===== src/hdl/timed_turn_and_drive_sequencer_defines.svh =====
// assertion macros for the turn and drive sequencer
`ifndef TIMED_TURN_AND_DRIVE_SEQUENCER_DEFINES_SVH
`define TIMED_TURN_AND_DRIVE_SEQUENCER_DEFINES_SVH

// same-cycle implication
`define TTDS_ASSERT_NOW(label, clk, rst, ante, cons, msg) \
   label: assert property (@(posedge clk) disable iff (rst) (ante) |-> (cons)) else $error(msg);

// next-cycle implication
`define TTDS_ASSERT_NEXT(label, clk, rst, ante, cons, msg) \
   label: assert property (@(posedge clk) disable iff (rst) (ante) |=> (cons)) else $error(msg);

`endif


===== src/hdl/ttds_pkg.sv =====
package ttds_pkg;

   localparam int unsigned QUEUE_DEPTH_DEF = 8;

   localparam int TIME_W     = 32;
   localparam int DUR_W      = 16;
   localparam int DIST_W     = 10;
   localparam int HEAD_W     = 2;
   localparam int STEP_W     = 4;
   localparam int CFG_IDX_W  = 3;
   localparam int CFG_DATA_W = 16;
   localparam int REQ_DATA_W = 48;
   localparam int RSP_DATA_W = 16;

   localparam logic [DUR_W-1:0]  SETTLE_RST     = 16'd100;
   localparam logic [DUR_W-1:0]  QUARTER_RST    = 16'd300;
   localparam logic [DUR_W-1:0]  HALF_RST       = 16'd600;
   localparam logic [DUR_W-1:0]  CELL_RST       = 16'd500;
   localparam logic [DIST_W-1:0] STOP_DIST_RST  = 10'd8;

   localparam logic [DUR_W-1:0]  FINAL_STOP_MS     = 16'd10;
   localparam logic [TIME_W-1:0] CHECK_INTERVAL_MS = 32'd50;

   typedef enum logic [1:0] {
      CMD_TICK  = 2'd0,
      CMD_MOVE  = 2'd1,
      CMD_CLEAR = 2'd2
   } cmd_type;

   typedef enum logic [2:0] {
      KIND_SETTLE    = 3'd0,
      KIND_PIVOT_L   = 3'd1,
      KIND_PIVOT_R   = 3'd2,
      KIND_DRIVE     = 3'd3,
      KIND_STOP_ONLY = 3'd5
   } kind_type;

   typedef enum logic [2:0] {
      ACT_STOP    = 3'd0,
      ACT_LEFT    = 3'd1,
      ACT_RIGHT   = 3'd2,
      ACT_FORWARD = 3'd3
   } action_type;

   typedef enum logic [CFG_IDX_W-1:0] {
      REG_SETTLE    = 3'd0,
      REG_QUARTER   = 3'd1,
      REG_HALF      = 3'd2,
      REG_CELL      = 3'd3,
      REG_STOP_DIST = 3'd4
   } reg_type;

   function automatic action_type kind_to_action(input kind_type kind);
      action_type act;
      case (kind)
         KIND_PIVOT_L: act = ACT_LEFT;
         KIND_PIVOT_R: act = ACT_RIGHT;
         KIND_DRIVE:   act = ACT_FORWARD;
         default:      act = ACT_STOP;
      endcase
      return act;
   endfunction

endpackage


===== src/hdl/timed_turn_and_drive_sequencer.sv =====
// Turn-and-drive sequencer: every accepted request (tick, move, clear or other command) produces
// exactly one response, one request per clock and a response in the cycle after the transfer;
// the rate is set by the single output register, reloaded whenever the previous response is
// taken or absent. A move builds a queue of timed steps (settle, pivot, settle when turning,
// then a one-cell drive and a 10 ms stop) in per-step registers; ticks advance through it using
// wrapping 32-bit millisecond time, check the front distance at most every 50 ms while driving,
// and hold forces the motors to stop without advancing. Registers are written over the csr
// channel, which is always ready.
`include "timed_turn_and_drive_sequencer_defines.svh"

module timed_turn_and_drive_sequencer
   import ttds_pkg::*;
#(
   parameter int unsigned QUEUE_DEPTH = QUEUE_DEPTH_DEF
) (
   input  logic                  clock,
   input  logic                  reset,
   input  logic                  req_tvalid,
   output logic                  req_tready,
   // now_ms[31:0], target_heading[33:32], front_distance_cm[43:34], hold[44], zeros
   input  logic [REQ_DATA_W-1:0] req_tdata,
   // cmd[1:0]
   input  logic [1:0]            req_tuser,
   output logic                  rsp_tvalid,
   input  logic                  rsp_tready,
   // motor_action[2:0], busy_res[3], heading[5:4], step_index[9:6], safety_abort[10], zeros
   output logic [RSP_DATA_W-1:0] rsp_tdata,
   input  logic                  csr_valid,
   output logic                  csr_ready,
   input  logic [CFG_IDX_W-1:0]  csr_index,
   input  logic [CFG_DATA_W-1:0] csr_data
);

   localparam int IDX_W = $clog2(QUEUE_DEPTH);
   localparam int CNT_W = $clog2(QUEUE_DEPTH + 1);

   // configuration
   logic [DUR_W-1:0]  settle_ff, quarter_ff, half_ff, cell_ff;
   logic [DIST_W-1:0] stop_dist_ff;

   // step queue
   kind_type         step_kind_ff [QUEUE_DEPTH];
   logic [DUR_W-1:0] step_dur_ff  [QUEUE_DEPTH];

   // sequencer state
   logic [CNT_W-1:0]  qlen_ff, qlen_in;
   logic [CNT_W-1:0]  step_ff, step_in, step_nxt;
   logic              running_ff, running_in, run_mid;
   logic [TIME_W-1:0] start_ff, start_in;
   logic [TIME_W-1:0] last_ff, last_in;
   logic [HEAD_W-1:0] heading_ff, heading_in;
   action_type        drive_ff, drive_in;
   kind_type          cur_kind_ff, cur_kind_in;
   logic [DUR_W-1:0]  cur_dur_ff, cur_dur_in;

   // response register
   logic                  rsp_valid_ff;
   logic [RSP_DATA_W-1:0] rsp_data_ff, rsp_data_in;

   logic              req_fire, move_we, abort;
   logic [TIME_W-1:0] now_ms;
   logic [HEAD_W-1:0] target_heading, rel;
   logic [DIST_W-1:0] front_distance_cm;
   logic              hold;
   logic [IDX_W-1:0]  nxt_idx;

   assign req_tready = !rsp_valid_ff || rsp_tready;
   assign req_fire   = req_tvalid && req_tready;
   assign csr_ready  = 1'b1;
   assign rsp_tvalid = rsp_valid_ff;
   assign rsp_tdata  = rsp_data_ff;

   assign now_ms            = req_tdata[31:0];
   assign target_heading    = req_tdata[33:32];
   assign front_distance_cm = req_tdata[43:34];
   assign hold              = req_tdata[44];
   assign rel               = target_heading - heading_ff;
   assign step_nxt          = step_ff + 1'b1;
   assign nxt_idx           = step_nxt[IDX_W-1:0];

   always_ff @(posedge clock) begin
      if (reset) begin
         settle_ff    <= SETTLE_RST;
         quarter_ff   <= QUARTER_RST;
         half_ff      <= HALF_RST;
         cell_ff      <= CELL_RST;
         stop_dist_ff <= STOP_DIST_RST;
      end else if (csr_valid && csr_ready) begin
         case (reg_type'(csr_index))
            REG_SETTLE:    settle_ff    <= csr_data;
            REG_QUARTER:   quarter_ff   <= csr_data;
            REG_HALF:      half_ff      <= csr_data;
            REG_CELL:      cell_ff      <= csr_data;
            REG_STOP_DIST: stop_dist_ff <= csr_data[DIST_W-1:0];
            default: ;
         endcase
      end
   end

   always_comb begin
      qlen_in     = qlen_ff;
      step_in     = step_ff;
      running_in  = running_ff;
      start_in    = start_ff;
      last_in     = last_ff;
      heading_in  = heading_ff;
      drive_in    = drive_ff;
      cur_kind_in = cur_kind_ff;
      cur_dur_in  = cur_dur_ff;
      run_mid     = running_ff;
      move_we     = 1'b0;
      abort       = 1'b0;
      if (req_fire) begin
         case (cmd_type'(req_tuser))
            CMD_TICK: begin
               if (hold) begin
                  drive_in = ACT_STOP;
               end else begin
                  if (running_ff && cur_kind_ff == KIND_DRIVE &&
                      (now_ms - last_ff) > CHECK_INTERVAL_MS) begin
                     last_in = now_ms;
                     if (front_distance_cm < stop_dist_ff) begin
                        drive_in = ACT_STOP;
                        run_mid  = 1'b0;
                        abort    = 1'b1;
                     end
                  end
                  if (run_mid && (now_ms - start_ff) >= {{(TIME_W-DUR_W){1'b0}}, cur_dur_ff}) begin
                     step_in = step_nxt;
                     if (step_nxt >= qlen_ff) begin
                        drive_in = ACT_STOP;
                        run_mid  = 1'b0;
                     end else begin
                        start_in    = now_ms;
                        cur_kind_in = step_kind_ff[nxt_idx];
                        cur_dur_in  = step_dur_ff[nxt_idx];
                        drive_in    = kind_to_action(step_kind_ff[nxt_idx]);
                     end
                  end
                  running_in = run_mid;
               end
            end
            CMD_MOVE: begin
               move_we    = 1'b1;
               qlen_in    = (rel == 2'd0) ? CNT_W'(2) : CNT_W'(5);
               step_in    = '0;
               running_in = 1'b1;
               heading_in = target_heading;
               start_in   = now_ms;
               if (rel == 2'd0) begin
                  cur_kind_in = KIND_DRIVE;
                  cur_dur_in  = cell_ff;
                  drive_in    = ACT_FORWARD;
               end else begin
                  cur_kind_in = KIND_SETTLE;
                  cur_dur_in  = settle_ff;
                  drive_in    = ACT_STOP;
               end
            end
            CMD_CLEAR: begin
               qlen_in    = '0;
               step_in    = '0;
               running_in = 1'b0;
               drive_in   = ACT_STOP;
            end
            default: ;
         endcase
      end
      rsp_data_in = {5'd0, abort, STEP_W'(step_in), heading_in, running_in, drive_in};
   end

   // queue fill on a move
   always_ff @(posedge clock) begin
      if (move_we) begin
         if (rel == 2'd0) begin
            step_kind_ff[0] <= KIND_DRIVE;
            step_dur_ff[0]  <= cell_ff;
            step_kind_ff[1] <= KIND_STOP_ONLY;
            step_dur_ff[1]  <= FINAL_STOP_MS;
         end else begin
            step_kind_ff[0] <= KIND_SETTLE;
            step_dur_ff[0]  <= settle_ff;
            step_kind_ff[1] <= (rel == 2'd3) ? KIND_PIVOT_L : KIND_PIVOT_R;
            step_dur_ff[1]  <= (rel == 2'd2) ? half_ff : quarter_ff;
            step_kind_ff[2] <= KIND_SETTLE;
            step_dur_ff[2]  <= settle_ff;
            step_kind_ff[3] <= KIND_DRIVE;
            step_dur_ff[3]  <= cell_ff;
            step_kind_ff[4] <= KIND_STOP_ONLY;
            step_dur_ff[4]  <= FINAL_STOP_MS;
         end
      end
   end

   always_ff @(posedge clock) begin
      if (reset) begin
         qlen_ff      <= '0;
         step_ff      <= '0;
         running_ff   <= 1'b0;
         start_ff     <= '0;
         last_ff      <= '0;
         heading_ff   <= '0;
         drive_ff     <= ACT_STOP;
         rsp_valid_ff <= 1'b0;
      end else begin
         qlen_ff    <= qlen_in;
         step_ff    <= step_in;
         running_ff <= running_in;
         start_ff   <= start_in;
         last_ff    <= last_in;
         heading_ff <= heading_in;
         drive_ff   <= drive_in;
         if (req_fire) begin
            rsp_valid_ff <= 1'b1;
         end else if (rsp_tready) begin
            rsp_valid_ff <= 1'b0;
         end
      end
   end

   always_ff @(posedge clock) begin
      cur_kind_ff <= cur_kind_in;
      cur_dur_ff  <= cur_dur_in;
      if (req_fire) begin
         rsp_data_ff <= rsp_data_in;
      end
   end

   `TTDS_ASSERT_NOW(a_step_in_queue, clock, reset, running_ff, step_ff < qlen_ff,
      "running with step outside queue")
   `TTDS_ASSERT_NOW(a_abort_stops, clock, reset, rsp_valid_ff && rsp_data_ff[10],
      !rsp_data_ff[3] && rsp_data_ff[2:0] == ACT_STOP, "abort without stop")
   `TTDS_ASSERT_NEXT(a_move_loads, clock, reset, req_fire && req_tuser == CMD_MOVE,
      running_ff && (qlen_ff == CNT_W'(2) || qlen_ff == CNT_W'(5)), "move did not load queue")
   `TTDS_ASSERT_NEXT(a_clear_idles, clock, reset, req_fire && req_tuser == CMD_CLEAR,
      !running_ff && step_ff == '0 && drive_ff == ACT_STOP, "clear left sequencer active")
   `TTDS_ASSERT_NOW(a_idle_stopped, clock, reset, !running_ff, drive_ff == ACT_STOP,
      "motors driven while idle")

endmodule


===== config.mk =====
export PLATFORM = sky130hd
export DESIGN_NAME = timed_turn_and_drive_sequencer
export DESIGN_NICKNAME = d
export VERILOG_FILES = /design/src/hdl/ttds_pkg.sv /design/src/hdl/timed_turn_and_drive_sequencer.sv
export VERILOG_INCLUDE_DIRS = /design/src /design/src/hdl
export SDC_FILE = /design/constraint.sdc
export NUM_CORES = 1
export LEC_CHECK = 0
export BUFFER_PORTS_ARGS = -buffer_cell sky130_fd_sc_hd__buf_2
export CAP_MARGIN = 15
export CELL_PAD_IN_SITES_DETAIL_PLACEMENT = 0
export CELL_PAD_IN_SITES_GLOBAL_PLACEMENT = 2
export CORE_ASPECT_RATIO = 1.4
export CORE_UTILIZATION = 34
export DETAILED_ROUTE_END_ITERATION = 8
export PLACE_DENSITY = 0.8
export SYNTH_ARGS = -nofsm -noshare
export SYNTH_HDL_FRONTEND = slang
export SYNTH_SLANG_ARGS = --single-unit

===== constraint.sdc =====
create_clock -name clock -period 4.7 [get_ports clock]
set_input_delay 0.705 -clock clock [delete_from_list [all_inputs] [get_ports clock]]
set_output_delay 0.705 -clock clock [all_outputs]
set_load 0.05 [all_outputs]

==> parameters.txt <==
Parameter                              Value

Outcome
  Result of the run ... finished, final reports clean

Finish
  Final net count ... 2154
  Ratio of cells with drive above 1 in the final layout ... 18.2%
  Number of antenna diodes ... 0
  Post-route insts no fill ... 2562
  Core utilization of the finished layout ... 41.8%
  Synthesis-to-layout area growth ... 21.2%
  Final Cell Area ... 18400 µm²

Routing
  Wire length per cell after detailed routing ... 18.7 µm
  Avg Vias per Cell ... ~5.3
  Iteration-0 DRC Markers ... 731
  Count of nets left with antenna violations after detail routing ... 0
  Drc violations ... 0
  Routed wire length ... 47800 µm
  Via count ... 13600
  Count of TritonRoute iterations in the first routing pass ... 7

Die
  Overall die area ... 45600 µm²
  Core Rows ... 91
  Vertical die dimension ... 252 µm
  Core outline area ... 44100 µm²
  Initial Util ... 34.5%
  Die boundary width ... roughly 180 µm
  Top-Level Pins ... 93

STA
  Total negative slack ... 0 ps
  Hold slack ... 392 ps
  Worst slew margin ... 36.1%
  Post-Route Skew ... between 8 and 9 ps
  Unrepaired setup endpoints after global routing ... true
  Crit path setup slack, layout ... 6.08 ps
  Max-slew violation total from the final report ... 0
  Actual slew at the worst max-slew pin ... 956 ps
  Maximum clock frequency ... ~0.21 GHz
  Hold violation total from the final report ... 0
  Setup Viol. Count Final ... 0
  Period minus WS final ... 4690 ps
  Post-route fraction of the period consumed by the critical path ... 99.9%

CTS
  Hold-fix buffers, CTS ... 0
  Number of clock sinks ... between 200 and 250
  Buffer depth of the longest clock path ... 3
  Worst-Skew Late Latency ... 560 ps
  Clock root cell ... sky130_fd_sc_hd__clkbuf_16
  Inserted Clock Buffers ... 28
  Number of H-tree levels ... 1
  CTS tree ... built
  Clock input transition at the sequential cells of the worst setup and hold paths ... roughly 60 ps

Logic synthesis
  Synth warn ... 0
  Fraction of synthesized cell area taken by the top area cell type ... between 15 and 20%
  Area contributors post-synth ... sky130_fd_sc_hd__dfxtp_1, sky130_fd_sc_hd__edfxtp_1, sky130_fd_sc_hd__nand2_1, sky130_fd_sc_hd__ha_1, sky130_fd_sc_hd__a21oi_1
  Library cells used by synthesis ... 88
  Primary FF master, synth ... sky130_fd_sc_hd__dfxtp_1
  Sequential fraction of the synthesis area ... between 30% and 40%
  Most area-hungry cell type in the Yosys netlist ... sky130_fd_sc_hd__dfxtp_1
  Post-synth EDFFs ... 97
  Post-synth ARST share ... 0%
  Mean Syn Cell Area ... between 8 and 9 µm²
  Flip-flop and latch count after synthesis ... 248
  Cells after Synth ... 1786
  Post-synthesis instance area ... 15200 µm²

GRT
  Vias in the first global route ... 13700
  Wire length of the first global-routing pass ... 75300 µm
  Pin count of the biggest net entering global routing ... 60
  Global route overflow ... 0
  Total Routing Usage GR ... approximately a fifth
  Initial antenna violation count ... 1

Run
  Number of max-cap violations ... 0

Pwr
  Total chip power ... 5.61 mW
  Power density relative to cell area ... between 300 and 400 nW/µm²
  Standby leakage power ... 7.00 nW
  Internal power ... 4.06 mW
  Comb power frac ... 18.0%
  Fraction of power spent switching nets ... 27.6%
  Switching component of the power ... 1.55 mW
  Maximum vdd ir drop ... 255 µV
  Clock network fraction of total power ... around two fifths
  Relative contribution of sequential cells to total power ... around 40%

Placed design
  Count of input and output buffers ... 83
  Count of placed standard cells including taps ... 2496
  Detailed placer's ending HPWL ... about 36000 µm
  Setup WS pre-CTS ... -791 ps
  Placer Congestion ... 0.865
  Cell area after placement ... 17200 µm²

Hold path
  Worst min-delay path class ... in -> reg
  Instance count along the most critical hold path ... 3

Critical path
  Arrival @ worst endpoint ... just over 5000 ps
  CP required ... 5180 ps
  Startpoint kind of the worst setup timing path ... input port
  Worst Path Class, Setup ... in -> reg
  FF-to-FF path depth ... 23
  Worst setup EP type ... flop
  Top fanout value on the critical path ... 8
==> timing repair <==
action	CTS	global route
gates resized for setup	18	4
pin swaps	15	15
setup endpoints to repair	63	65
cloned	3	0
setup buffers	7	3
==> routing by layer <==
layer / wire length, µm / vias to the layer above / global-route usage [%]
met2: 26100 / 266 / 42.0
met4: 1300 / 2 / 6.50
met5: 13 / - / 0
met3: 1540 / 82 / 2.03
met1: 18900 / 6491 / 22.8
li1: - / 6712 / -
==> cells by family (layout without fill, tap and decap cells) <==
kind of cell / after synthesis / after routing / synth area share [%]
compound gates: 401 / 401 / 17.5
xor+xnor: 34 / 34 / 1.96
fa+ha+maj: 98 / 98 / 8.16
buf+inv: 211 / 425 / 5.68
flops: 248 / 248 / 39.0
mux: 86 / 86 / 7.00
other cells: 2 / 6 / 0.0494
simple gates: 706 / 706 / 20.6
==> critical path, stage by stage <==
cell and delay (ps):
sky130_fd_sc_hd__buf_4 150, sky130_fd_sc_hd__inv_12 60, sky130_fd_sc_hd__ha_4 120, sky130_fd_sc_hd__inv_2 30
sky130_fd_sc_hd__fa_2 350, sky130_fd_sc_hd__a21o_1 180, sky130_fd_sc_hd__a221o_1 390, sky130_fd_sc_hd__a21boi_2 190
sky130_fd_sc_hd__o21ai_2 80, sky130_fd_sc_hd__buf_4 140, sky130_fd_sc_hd__xor2_2 140, sky130_fd_sc_hd__ha_1 290
sky130_fd_sc_hd__nand4_1 130, sky130_fd_sc_hd__nor4_4 310, sky130_fd_sc_hd__a211oi_2 110, sky130_fd_sc_hd__nand4_1 120
sky130_fd_sc_hd__nor4_2 50, sky130_fd_sc_hd__nand4_2 90, sky130_fd_sc_hd__buf_6 140, sky130_fd_sc_hd__o31ai_4 70
sky130_fd_sc_hd__or4_4 540, sky130_fd_sc_hd__o22ai_4 230, sky130_fd_sc_hd__buf_12 190, sky130_fd_sc_hd__buf_16 150
sky130_fd_sc_hd__mux2i_1 210
==> cells in the final DEF, fill, tap and decap left out, types with 66 or more instances in the layout <==
| cell type | count |
|---|---|
| sky130_fd_sc_hd__nor2_1 | 89 |
| sky130_fd_sc_hd__ha_1 | 95 |
| sky130_fd_sc_hd__a21oi_1 | 157 |
| sky130_fd_sc_hd__buf_4 | 165 |
| sky130_fd_sc_hd__dfxtp_1 | 150 |
| sky130_fd_sc_hd__mux2i_1 | 66 |
| sky130_fd_sc_hd__edfxtp_1 | 97 |
| sky130_fd_sc_hd__inv_1 | 113 |
| sky130_fd_sc_hd__buf_2 | 81 |
| sky130_fd_sc_hd__nand2_1 | 414 |
==> sequential cells by signal, summed over array words and instances (netlist names) <==
register	count
step_kind_ff	3
qlen_ff	2
settle_ff	16
rsp_tvalid	1
start_ff	32
step_ff	4
quarter_ff	16
step_dur_ff	64
cur_dur_ff	16
heading_ff	2
running_ff	1
drive_ff	3
cur_kind_ff	3
rsp_tdata	11
half_ff	16
stop_dist_ff	10
cell_ff	16
last_ff	32
==> synth_stat cells (8+ instances only) <==
cell type and instances:
sky130_fd_sc_hd__nand4_1 36, sky130_fd_sc_hd__o21a_1 16, sky130_fd_sc_hd__a211oi_1 12, sky130_fd_sc_hd__nand3_1 47
sky130_fd_sc_hd__a21oi_1 160, sky130_fd_sc_hd__a31oi_1 11, sky130_fd_sc_hd__nand2_1 414, sky130_fd_sc_hd__and3_1 9
sky130_fd_sc_hd__mux4_2 16, sky130_fd_sc_hd__mux2i_1 67, sky130_fd_sc_hd__inv_1 115, sky130_fd_sc_hd__o22ai_1 8
sky130_fd_sc_hd__edfxtp_1 97, sky130_fd_sc_hd__xor2_1 12, sky130_fd_sc_hd__or3_1 10, sky130_fd_sc_hd__o21ai_0 47
sky130_fd_sc_hd__buf_2 20, sky130_fd_sc_hd__nor2b_1 11, sky130_fd_sc_hd__nor2_1 89, sky130_fd_sc_hd__a221oi_1 8
sky130_fd_sc_hd__dfxtp_1 151, sky130_fd_sc_hd__a22o_1 15, sky130_fd_sc_hd__and2_1 8, sky130_fd_sc_hd__xnor2_1 22
sky130_fd_sc_hd__a21o_1 20, sky130_fd_sc_hd__nor3_1 26, sky130_fd_sc_hd__nand2b_1 13, sky130_fd_sc_hd__o211ai_1 12
sky130_fd_sc_hd__clkbuf_1 57, sky130_fd_sc_hd__ha_1 96, sky130_fd_sc_hd__o21bai_1 9
==> final cells by class <==
type                            instances  area, µm²
Fill cell                            4434      25600
Multi-Input combinational cell       1331       8540
Sequential cell                       248       5940
Timing Repair Buffer                  256       1850
Clock buffer                           39        813
Tap cell                              558        698
Inverter                              117        452
Clock inverter                         13        150
==> worst paths after layout <==
kind                                        end       startpoint  slack [ps]
worst max register to register      start_ff[8]      start_ff[0]          20
worst min-delay path                 rsp_tvalid       req_tvalid         390
worst min register to register  stop_dist_ff[9]  stop_dist_ff[9]         450
worst max-delay path                start_ff[8]     req_tdata[0]           6
==> power groups by stage <==
stage	clock network [mW]	logic (mW)	registers [mW]
finish	2.29	1.01	2.31
global route	2.41	1.11	2.32
CTS	2.34	1.01	2.31
detailed placement	0	0.977	2.36
global placement	0	0.971	2.36
floorplan	0	0.569	2.37
Power figures use the tool's default switching activity.
